[src/rtl/core/header_parameter_tokenizer_assert.svh]
// ----------------------------------------------------------------------------
// Header parameter tokenizer assertion macros
// Concurrent checks clocked on clk_i, disabled while rst_ni is low.
// ----------------------------------------------------------------------------
`ifndef HEADER_PARAMETER_TOKENIZER_ASSERT_SVH
`define HEADER_PARAMETER_TOKENIZER_ASSERT_SVH

// same-cycle implication
`define HPT_ASSERT(lbl, pre, post, msg) \
  lbl: assert property (@(posedge clk_i) disable iff (!rst_ni) (pre) |-> (post)) \
    else $error(msg);

// next-cycle implication
`define HPT_ASSERT_NEXT(lbl, pre, post, msg) \
  lbl: assert property (@(posedge clk_i) disable iff (!rst_ni) (pre) |=> (post)) \
    else $error(msg);

`endif

[src/rtl/core/hpt_pkg.sv]
// ----------------------------------------------------------------------------
// hpt_pkg
// Shared types, codes and helpers of the header parameter tokenizer.
// ----------------------------------------------------------------------------
package hpt_pkg;

  localparam int unsigned SpaceRunMax = 255;
  localparam int unsigned RunCap      = (SpaceRunMax > 255) ? 255 : SpaceRunMax;

  localparam int unsigned CharW = 16;
  localparam int unsigned RunW  = 8;
  localparam int unsigned KindW = 3;

  localparam logic [CharW-1:0] ChSpace     = 16'd32;
  localparam logic [CharW-1:0] ChQuote     = 16'd34;
  localparam logic [CharW-1:0] ChEquals    = 16'd61;
  localparam logic [CharW-1:0] ChBackslash = 16'd92;
  localparam logic [CharW-1:0] ChSemi      = 16'd59;

  localparam int unsigned AddrW = 4;
  localparam logic [1:0] CfgSeparator = 2'd0;
  localparam logic [1:0] CfgEscOff    = 2'd1;
  localparam logic [1:0] CfgLeadMode  = 2'd2;

  localparam logic [CharW-1:0] SeparatorRst = 16'd59;

  typedef enum logic [KindW-1:0] {
    KIND_LEAD_CHAR  = 3'd0,
    KIND_NAME_CHAR  = 3'd1,
    KIND_VALUE_CHAR = 3'd2,
    KIND_LEAD_END   = 3'd3,
    KIND_KEEP       = 3'd4,
    KIND_DROP       = 3'd5,
    KIND_INPUT_END  = 3'd6
  } kind_e;

  typedef struct packed {
    logic [KindW-1:0] kind;
    logic [RunW-1:0]  space_run;
    logic [CharW-1:0] char_out;
    logic             run_saturated;
    logic             end_of_string;
  } res_t;

  function automatic logic is_ws(logic [CharW-1:0] c);
    return (c == ChSpace) || ((c >= 16'd9) && (c <= 16'd13));
  endfunction

endpackage

[src/rtl/core/hpt_if.sv]
// ----------------------------------------------------------------------------
// hpt_if
// Valid/ready channels for characters in and tagged results out.
// ----------------------------------------------------------------------------
interface hpt_in_if;
  logic                      valid;
  logic                      ready;
  logic [hpt_pkg::CharW-1:0] char_in;
  logic                      last_char;

  modport source (output valid, output char_in, output last_char, input ready);
  modport sink   (input valid, input char_in, input last_char, output ready);
endinterface

interface hpt_out_if;
  logic                      valid;
  logic                      ready;
  logic [hpt_pkg::KindW-1:0] kind;
  logic [hpt_pkg::RunW-1:0]  space_run;
  logic [hpt_pkg::CharW-1:0] char_out;
  logic                      run_saturated;
  logic                      end_of_string;

  modport source (output valid, output kind, output space_run, output char_out,
                  output run_saturated, output end_of_string, input ready);
  modport sink   (input valid, input kind, input space_run, input char_out,
                  input run_saturated, input end_of_string, output ready);
endinterface

[src/rtl/core/header_parameter_tokenizer.sv]
// An accepted item waits in the input register; its results load into the result pair.
// Throughput: one item per cycle while the pair has room; an item with two results
// (the last character of a string) holds the output pair register until both are taken.
// The rate is set by the single input register feeding the two-slot result pair.
// Reset (rst_ni low, async): registers to defaults, string start pending, queues empty.
// ----------------------------------------------------------------------------
// header_parameter_tokenizer
// Splits a header value into lead, name and value characters plus markers.
// ----------------------------------------------------------------------------
`include "header_parameter_tokenizer_assert.svh"

module header_parameter_tokenizer #(
  parameter int unsigned SpaceRunMax = hpt_pkg::SpaceRunMax
) (
  input  logic                          clk_i,
  input  logic                          rst_ni,
  input  logic                          psel,
  input  logic                          penable,
  input  logic                          pwrite,
  input  logic [hpt_pkg::AddrW-1:0]     paddr,
  input  logic [31:0]                   pwdata,
  output logic [31:0]                   prdata,
  output logic                          pready,
  hpt_in_if.sink                        in_i,
  hpt_out_if.source                     out_o
);

  localparam int unsigned RunCap = (SpaceRunMax > 255) ? 255 : SpaceRunMax;

  typedef enum logic [2:0] {
    PH_LEAD   = 3'd0,
    PH_NAME   = 3'd1,
    PH_VSKIP  = 3'd2,
    PH_VALUE  = 3'd3,
    PH_QUOTED = 3'd4,
    PH_VESC   = 3'd5,
    PH_QESC   = 3'd6
  } phase_e;

  // config
  logic [hpt_pkg::CharW-1:0] sep_q;
  logic                      esc_off_q;
  logic                      lead_mode_q;
  logic                      cfg_wr;

  // input register
  logic                      iv_q;
  logic [hpt_pkg::CharW-1:0] ic_q;
  logic                      il_q;

  // parser state
  phase_e                    phase_q, phase_d;
  logic                      start_q, start_d;
  logic                      fs_q, fs_d;
  logic                      nn_q, nn_d;
  logic [hpt_pkg::RunW-1:0]  hs_q, hs_d;
  logic                      ho_q, ho_d;

  // result pair
  logic                      pv0_q, pv1_q;
  hpt_pkg::res_t             pr0_q, pr1_q;

  hpt_pkg::res_t             r0, r1;
  logic                      r0v, r1v;
  logic                      adv, pair_free, load, take;

  phase_e                    ph;
  logic                      txt;
  logic                      txt_nm;
  hpt_pkg::kind_e            txt_kind;
  logic                      started;

  logic                      out_marker;
  logic                      out_blank;

  assign pready = 1'b1;
  assign cfg_wr = psel & penable & pwrite;

  always_comb begin
    prdata = '0;
    unique case (paddr[3:2])
      hpt_pkg::CfgSeparator: prdata = {16'd0, sep_q};
      hpt_pkg::CfgEscOff:    prdata = {31'd0, esc_off_q};
      hpt_pkg::CfgLeadMode:  prdata = {31'd0, lead_mode_q};
      default:               prdata = '0;
    endcase
  end

  always_comb begin
    ph       = start_q ? (lead_mode_q ? PH_LEAD : PH_NAME) : phase_q;
    phase_d  = ph;
    start_d  = 1'b0;
    fs_d     = fs_q;
    nn_d     = nn_q;
    hs_d     = hs_q;
    ho_d     = ho_q;
    r0v      = 1'b0;
    r1v      = 1'b0;
    r0       = '0;
    r1       = '0;
    txt      = 1'b0;
    txt_nm   = 1'b0;
    txt_kind = hpt_pkg::KIND_VALUE_CHAR;
    started  = 1'b0;

    unique case (ph)
      PH_LEAD: begin
        if (!(!fs_q && hpt_pkg::is_ws(ic_q))) begin
          if (ic_q == hpt_pkg::ChSemi) begin
            r0v       = 1'b1;
            r0.kind   = hpt_pkg::KIND_LEAD_END;
            phase_d   = PH_NAME;
            fs_d      = 1'b0;
            nn_d      = 1'b0;
            hs_d      = '0;
            ho_d      = 1'b0;
          end else begin
            txt      = 1'b1;
            txt_kind = hpt_pkg::KIND_LEAD_CHAR;
          end
        end
      end
      PH_NAME: begin
        if (!nn_q && hpt_pkg::is_ws(ic_q)) begin
          fs_d = 1'b1;
        end else if (ic_q == sep_q) begin
          r0v     = 1'b1;
          r0.kind = nn_q ? hpt_pkg::KIND_KEEP : hpt_pkg::KIND_DROP;
          phase_d = PH_NAME;
          fs_d    = 1'b0;
          nn_d    = 1'b0;
          hs_d    = '0;
          ho_d    = 1'b0;
        end else if (ic_q == hpt_pkg::ChEquals) begin
          hs_d    = '0;
          ho_d    = 1'b0;
          fs_d    = 1'b0;
          phase_d = PH_VSKIP;
        end else begin
          fs_d     = 1'b1;
          txt      = 1'b1;
          txt_nm   = 1'b1;
          txt_kind = hpt_pkg::KIND_NAME_CHAR;
        end
      end
      PH_VSKIP, PH_VALUE: begin
        if (!(ph == PH_VSKIP && hpt_pkg::is_ws(ic_q))) begin
          phase_d = PH_VALUE;
          if (ic_q == sep_q) begin
            r0v     = 1'b1;
            r0.kind = nn_q ? hpt_pkg::KIND_KEEP : hpt_pkg::KIND_DROP;
            phase_d = PH_NAME;
            fs_d    = 1'b0;
            nn_d    = 1'b0;
            hs_d    = '0;
            ho_d    = 1'b0;
          end else if (ic_q == hpt_pkg::ChQuote) begin
            phase_d = PH_QUOTED;
          end else if (ic_q == hpt_pkg::ChBackslash && !esc_off_q) begin
            phase_d = PH_VESC;
          end else begin
            txt = 1'b1;
          end
        end
      end
      PH_QUOTED: begin
        if (ic_q == hpt_pkg::ChQuote) begin
          phase_d = PH_VALUE;
        end else if (ic_q == hpt_pkg::ChBackslash && !esc_off_q) begin
          phase_d = PH_QESC;
        end else begin
          txt = 1'b1;
        end
      end
      PH_VESC: begin
        txt     = 1'b1;
        phase_d = PH_VALUE;
      end
      PH_QESC: begin
        txt     = 1'b1;
        phase_d = PH_QUOTED;
      end
      default: begin
        phase_d = PH_NAME;
        fs_d    = 1'b0;
        nn_d    = 1'b0;
        hs_d    = '0;
        ho_d    = 1'b0;
      end
    endcase

    if (txt) begin
      if (ic_q == hpt_pkg::ChSpace) begin
        started = txt_nm ? nn_d : fs_d;
        if (started) begin
          if (hs_d >= hpt_pkg::RunW'(RunCap)) begin
            ho_d = 1'b1;
          end else begin
            hs_d = hs_d + hpt_pkg::RunW'(1);
          end
        end
      end else begin
        r0v              = 1'b1;
        r0.kind          = txt_kind;
        r0.space_run     = hs_d;
        r0.char_out      = ic_q;
        r0.run_saturated = ho_d;
        hs_d             = '0;
        ho_d             = 1'b0;
        if (txt_nm) begin
          nn_d = 1'b1;
        end else begin
          fs_d = 1'b1;
        end
      end
    end

    if (il_q) begin
      r1v = 1'b1;
      r1.end_of_string = 1'b1;
      if (phase_d == PH_LEAD) begin
        r1.kind = hpt_pkg::KIND_LEAD_END;
      end else if (phase_d == PH_NAME && !fs_d) begin
        r1.kind = hpt_pkg::KIND_INPUT_END;
      end else begin
        r1.kind = nn_d ? hpt_pkg::KIND_KEEP : hpt_pkg::KIND_DROP;
      end
      start_d = 1'b1;
      phase_d = PH_NAME;
      fs_d    = 1'b0;
      nn_d    = 1'b0;
      hs_d    = '0;
      ho_d    = 1'b0;
    end
  end

  assign take       = out_o.valid & out_o.ready;
  assign pair_free  = (!pv0_q && !pv1_q) || (take && (pv0_q ^ pv1_q));
  assign adv        = iv_q && (pair_free || (!r0v && !r1v));
  assign load       = adv && (r0v || r1v);
  assign in_i.ready = !iv_q || adv;

  always_ff @(posedge clk_i or negedge rst_ni) begin
    if (!rst_ni) begin
      sep_q       <= hpt_pkg::SeparatorRst;
      esc_off_q   <= 1'b0;
      lead_mode_q <= 1'b1;
    end else if (cfg_wr) begin
      unique case (paddr[3:2])
        hpt_pkg::CfgSeparator: sep_q       <= pwdata[hpt_pkg::CharW-1:0];
        hpt_pkg::CfgEscOff:    esc_off_q   <= pwdata[0];
        hpt_pkg::CfgLeadMode:  lead_mode_q <= pwdata[0];
        default: ;
      endcase
    end
  end

  always_ff @(posedge clk_i or negedge rst_ni) begin
    if (!rst_ni) begin
      iv_q    <= 1'b0;
      phase_q <= PH_NAME;
      start_q <= 1'b1;
      fs_q    <= 1'b0;
      nn_q    <= 1'b0;
      hs_q    <= '0;
      ho_q    <= 1'b0;
      pv0_q   <= 1'b0;
      pv1_q   <= 1'b0;
    end else begin
      if (in_i.ready) begin
        iv_q <= in_i.valid;
      end
      if (adv) begin
        phase_q <= phase_d;
        start_q <= start_d;
        fs_q    <= fs_d;
        nn_q    <= nn_d;
        hs_q    <= hs_d;
        ho_q    <= ho_d;
      end
      if (load) begin
        pv0_q <= r0v;
        pv1_q <= r1v;
      end else if (take) begin
        if (pv0_q) begin
          pv0_q <= 1'b0;
        end else begin
          pv1_q <= 1'b0;
        end
      end
    end
  end

  always_ff @(posedge clk_i) begin
    if (in_i.ready && in_i.valid) begin
      ic_q <= in_i.char_in;
      il_q <= in_i.last_char;
    end
    if (load) begin
      pr0_q <= r0;
      pr1_q <= r1;
    end
  end

  assign out_o.valid         = pv0_q | pv1_q;
  assign out_o.kind          = pv0_q ? pr0_q.kind          : pr1_q.kind;
  assign out_o.space_run     = pv0_q ? pr0_q.space_run     : pr1_q.space_run;
  assign out_o.char_out      = pv0_q ? pr0_q.char_out      : pr1_q.char_out;
  assign out_o.run_saturated = pv0_q ? pr0_q.run_saturated : pr1_q.run_saturated;
  assign out_o.end_of_string = pv0_q ? pr0_q.end_of_string : pr1_q.end_of_string;

  assign out_marker = out_o.valid && (out_o.kind >= hpt_pkg::KIND_LEAD_END);
  assign out_blank  = (out_o.char_out == '0) && (out_o.space_run == '0) &&
                      !out_o.run_saturated;

  `HPT_ASSERT(a_slot1_closes, pv1_q, pr1_q.end_of_string, "second slot not a closing marker")
  `HPT_ASSERT(a_slot0_no_eos, pv0_q, !pr0_q.end_of_string, "end of string on first slot")
  `HPT_ASSERT(a_marker_zero, out_marker, out_blank, "marker carries payload")
  `HPT_ASSERT_NEXT(a_item_held, iv_q && !adv, iv_q && $stable({ic_q, il_q}), "held item changed")

endmodule

[src/flat_wrapper.sv]
// flat-port wrapper written by rule: the top's interface ports become plain ports
module header_parameter_tokenizer_flat 
#(
  parameter int unsigned SpaceRunMax = hpt_pkg::SpaceRunMax
)
  (clk_i, rst_ni, psel, penable, pwrite, paddr, pwdata, prdata, pready, in_i_valid, in_i_char_in, in_i_last_char, in_i_ready, out_o_valid, out_o_kind, out_o_space_run, out_o_char_out, out_o_run_saturated, out_o_end_of_string, out_o_ready);
  hpt_in_if in_i_i ();
  hpt_out_if out_o_i ();
  input  logic clk_i;
  input  logic rst_ni;
  input  logic psel;
  input  logic penable;
  input  logic pwrite;
  input  logic [hpt_pkg::AddrW-1:0] paddr;
  input  logic [31:0] pwdata;
  output logic [31:0] prdata;
  output logic pready;
  input wire logic [$bits(in_i_i.valid)-1:0] in_i_valid;
  input wire logic [$bits(in_i_i.char_in)-1:0] in_i_char_in;
  input wire logic [$bits(in_i_i.last_char)-1:0] in_i_last_char;
  output wire logic [$bits(in_i_i.ready)-1:0] in_i_ready;
  output wire logic [$bits(out_o_i.valid)-1:0] out_o_valid;
  output wire logic [$bits(out_o_i.kind)-1:0] out_o_kind;
  output wire logic [$bits(out_o_i.space_run)-1:0] out_o_space_run;
  output wire logic [$bits(out_o_i.char_out)-1:0] out_o_char_out;
  output wire logic [$bits(out_o_i.run_saturated)-1:0] out_o_run_saturated;
  output wire logic [$bits(out_o_i.end_of_string)-1:0] out_o_end_of_string;
  input wire logic [$bits(out_o_i.ready)-1:0] out_o_ready;
  assign in_i_i.valid = in_i_valid;
  assign in_i_i.char_in = in_i_char_in;
  assign in_i_i.last_char = in_i_last_char;
  assign in_i_ready = in_i_i.ready;
  assign out_o_valid = out_o_i.valid;
  assign out_o_kind = out_o_i.kind;
  assign out_o_space_run = out_o_i.space_run;
  assign out_o_char_out = out_o_i.char_out;
  assign out_o_run_saturated = out_o_i.run_saturated;
  assign out_o_end_of_string = out_o_i.end_of_string;
  assign out_o_i.ready = out_o_ready;
  header_parameter_tokenizer #(.SpaceRunMax(SpaceRunMax)) u_core (.clk_i(clk_i), .rst_ni(rst_ni), .psel(psel), .penable(penable), .pwrite(pwrite), .paddr(paddr), .pwdata(pwdata), .prdata(prdata), .pready(pready), .in_i(in_i_i), .out_o(out_o_i));
endmodule
[config.mk]
export PLATFORM = sky130hd
export DESIGN_NAME = header_parameter_tokenizer_flat
export DESIGN_NICKNAME = d
export VERILOG_FILES = /design/src/rtl/core/hpt_pkg.sv /design/src/rtl/core/hpt_if.sv /design/src/rtl/core/header_parameter_tokenizer.sv /design/src/flat_wrapper.sv
export VERILOG_INCLUDE_DIRS = /design/src /design/src/rtl/core
export SDC_FILE = /design/constraint.sdc
export NUM_CORES = 1
export LEC_CHECK = 0
export BUFFER_PORTS_ARGS = -buffer_cell sky130_fd_sc_hd__buf_2
export CAP_MARGIN = 5
export CORE_ASPECT_RATIO = 1.4
export CORE_MARGIN = 2
export CORE_UTILIZATION = 53
export DETAILED_ROUTE_END_ITERATION = 10
export MAX_ROUTING_LAYER = met4
export PLACE_DENSITY = 0.8
export SLEW_MARGIN = 10
export SYNTH_ARGS = -nofsm -noshare
export SYNTH_HDL_FRONTEND = slang
export SYNTH_SLANG_ARGS = --single-unit
[constraint.sdc]
create_clock -name clk_i -period 4.95 [get_ports clk_i]
set_clock_uncertainty 0.1 [all_clocks]
set_input_delay 0.495 -clock clk_i [delete_from_list [all_inputs] [get_ports clk_i]]
set_output_delay 0.495 -clock clk_i [all_outputs]
set_load 0.03 [all_outputs]
==> results.tsv <==
metric	value	unit
run status	finished, final reports clean	
# resized after CTS	0	
number of placement rows	40	
classification of the worst-slack hold path	in -> async	
initial detailed-routing violation count	211	
relative slew slack	21.2	%
Async S/R FF share, synth	42.4	%
Clock Tree Root	sky130_fd_sc_hd__clkbuf_16	
total of hold buffers inserted after clock tree synthesis	0	
number of placed I/O pins	124	
worst setup slack after placement	0.806	ns
total routing usage reported by global routing	24.0	%
total power density per cell area	597	nW/um^2
gate count of the mapped netlist	426	
Netlist Area Pre-Place	4620	um^2
Final Cycle Share	85.7	%
number of flops mapped to enable cells by yosys	49	
clock slew seen by the registers of the worst setup and hold paths	0.06	ns
Die Span Y	115	um
area leader, netlist	sky130_fd_sc_hd__edfxtp_1	
number of buffer cells added on primary ports	88	
transition time at the pin with the least slew margin	1.18	ns
register bit count reported by yosys	85	
Post-layout nets	572	
number of endpoints with negative hold slack in the final report	0	
setup slack on the worst flop-to-flop path	0.71	ns
DRT antenna net count	0	
vias in the first global route	3487	
wire length per cell after detailed routing	17.1	um
max cap viols	0	
largest fanout of any net on the critical path	9	
area of the core region	8510	um^2
Synth Flop Type	sky130_fd_sc_hd__edfxtp_1	
data arrival time of the worst path	4.36	ns
sequential fraction of the synthesis area	51.5	%
fraction of post-synthesis cell area in the top cell type by area	31.8	%
clock tree from TritonCTS	yes	
via-per-instance ratio	5.69	
Fmax	0.236	GHz
Warnings, synthesis	0	
TritonCTS Sinks	85	
setup repair after global routing missed its margin	no	
Clk Latency, worst-skew pair	0.34	ns
PnR worst setup slack	0.706	ns
count of fill cells added during filler insertion	726	
final period demand of the worst path	4.24	ns
global-route wire length before repair	17500	um
maximum VDD drop	0.460	mV
kind of critical path	reg -> reg	
half-perimeter wire length of the detailed placement result	7860	um
routed wire length	10600	um
Die ar.	9500	um^2
worst-case clock buffer depth	2	
maximum number of pins on one net before global-route repair	37	
data required time of the worst path	5.07	ns
DRC Markers	0	
area overhead of the layout relative to synthesis	15.7	%
initial antenna violation count	0	
number of unique standard cell types used by synthesis	63	
Lkg Pwr	2.27	nW
overall overflow remaining after global route	0	
startpoint class of the critical path	flip-flop	
H-Tree Depth	3	
DIE WIDTH	82.9	um
initial cell density of the core	54.4	%
sort of element at the end of the critical path	flip-flop	
Synth area leaders	sky130_fd_sc_hd__edfxtp_1 (32%), sky130_fd_sc_hd__dfrtp_1 (15%), sky130_fd_sc_hd__and2_1 (8.9%)	
final number of max-transition violations	0	
number of iterations in the first detailed-routing pass	5	
via total after detailed routing	3529	
clock buffer count from CTS	9	
share of cells above drive strength 1	29.5	%
setup bufs post-CTS	0	
Setup-failing EPs final	0	
Final TNS setup	0	ns
last weighted congestion value of the routability-driven placer	0.887	
Antenna Cells	0	
Avg Inst Size Synth	10.9	um^2
total power	3.20	mW
metal layers:
metal	wire length [um]	GRT usage [%]	up-vias
met4	222	10.9	0
li1	-	-	1672
met1	4170	27.0	1710
met2	5750	42.0	132
met5	0	-	-
met3	482	3.89	15
placed cells by master (no fill, tap or decap), drive strengths merged, types with 9 or more instances in the layout:
master,n
xor2,17
nor2,21
o21ai,23
edfxtp,49
nand2,22
and2,66
mux2,21
inv,12
a21oi,15
dfrtp,28
clkbuf,11
conb,17
nand3,9
buf,91
final timing paths:
check / startpoint / endpoint / cells past startpoint
max in group asynchronous: rst_ni / u_core.hs_q[4] / 1
setup / recovery: u_core.ic_q[2] / u_core.hs_q[2] / 13
min in group clk_i: in_i_char_in[14] / u_core.ic_q[14] / 1
hold reg to reg: u_core.hs_q[3] / u_core.hs_q[3] / 1
hold / removal: rst_ni / u_core.hs_q[0] / 1
setup reg to reg: u_core.ic_q[2] / u_core.hs_q[2] / 13
report_power, final:
| part | switching (mW) | total, mW | internal, mW |
|---|---|---|---|
| Clock | 0.268 | 0.610 | 0.342 |
| Combinational | 0.879 | 1.32 | 0.436 |
| Sequential | 0.184 | 1.27 | 1.09 |
| Total | 1.33 | 3.20 | 1.87 |
synthesized netlist by cell type (3+ instances only):
cell / count
sky130_fd_sc_hd__and2_1: 66
sky130_fd_sc_hd__nor4_1: 6
sky130_fd_sc_hd__nor2b_1: 5
sky130_fd_sc_hd__edfxtp_1: 49
sky130_fd_sc_hd__nor2_1: 21
sky130_fd_sc_hd__mux2_2: 21
sky130_fd_sc_hd__buf_2: 4
sky130_fd_sc_hd__or3_1: 6
sky130_fd_sc_hd__nand2_1: 22
sky130_fd_sc_hd__and3_1: 6
sky130_fd_sc_hd__xor2_1: 17
sky130_fd_sc_hd__o2111ai_1: 3
sky130_fd_sc_hd__nand2b_1: 6
sky130_fd_sc_hd__inv_1: 11
sky130_fd_sc_hd__a21oi_1: 14
sky130_fd_sc_hd__buf_4: 17
sky130_fd_sc_hd__dfstp_2: 8
sky130_fd_sc_hd__dfrtp_1: 28
sky130_fd_sc_hd__o31ai_1: 4
sky130_fd_sc_hd__nor3_1: 6
sky130_fd_sc_hd__nor3b_1: 5
sky130_fd_sc_hd__o21a_1: 3
sky130_fd_sc_hd__nand4_1: 6
sky130_fd_sc_hd__a31oi_1: 3
sky130_fd_sc_hd__nand3_1: 9
sky130_fd_sc_hd__clkbuf_1: 11
sky130_fd_sc_hd__o21ai_0: 21
critical path, cell delays in order, from the launching register on:
cell                       delay (ns)
sky130_fd_sc_hd__edfxtp_1        0.54
sky130_fd_sc_hd__xor2_1          0.20
sky130_fd_sc_hd__nor4_1          0.39
sky130_fd_sc_hd__and4_1          0.39
sky130_fd_sc_hd__o211ai_1        0.16
sky130_fd_sc_hd__nor2_1          0.39
sky130_fd_sc_hd__nor2b_1         0.10
sky130_fd_sc_hd__ha_1            0.24
sky130_fd_sc_hd__and4_1          0.24
sky130_fd_sc_hd__nand4_1         0.12
sky130_fd_sc_hd__nor4b_2         0.65
sky130_fd_sc_hd__nand2_1         0.16
sky130_fd_sc_hd__xor2_1          0.18
sky130_fd_sc_hd__o41ai_1         0.26
stage by stage:
stage                     hold WS, ns  std cells  utilization [%]  cell area (um^2)
after CTS                       0.180        620             62.9              5350
final                           0.154        620             62.9              5350
after global placement          0.359        604             59.7              5080
after floorplan                0.0994        441                -              4680
after detailed placement        0.370        604             59.7              5080
after global routing            0.217        620             62.9              5350
registers in the layout, summed over array words and instances, names as in the netlist, 3 cells and up:
| register | cells |
|---|---|
| u_core.sep_q | 16 |
| u_core.pr1_q | 4 |
| u_core.hs_q | 8 |
| u_core.pr0_q | 28 |
| u_core.ic_q | 16 |
| u_core.phase_q | 3 |
logic make-up (layout without fill, tap and decap cells):
kind of cell / Yosys count / after routing / synth area share [%]
AOI/OAI and AO/OA: 72 / 72 / 10.8
muxes: 22 / 22 / 5.33
DFF: 85 / 85 / 51.5
buffers and inverters: 44 / 118 / 5.22
other: 2 / 17 / 0.162
and+or+nand+nor: 182 / 182 / 23.2
adders and majority gates: 2 / 2 / 0.541
xor gates and xnor gates: 17 / 17 / 3.22
area by class of cell:
cell class	instances	area [um^2]	share of cell area [%]
Clock buffer	11	233	4.35
Multi-Input combinational cell	312	2060	38.6
Inverter	11	41.3	0.772
Sequential cell	85	2380	44.5
Timing Repair Buffer	91	463	8.65
Tap cell	105	131	2.45
Clock inverter	5	36.3	0.678
Power figures use the tool's default switching activity.
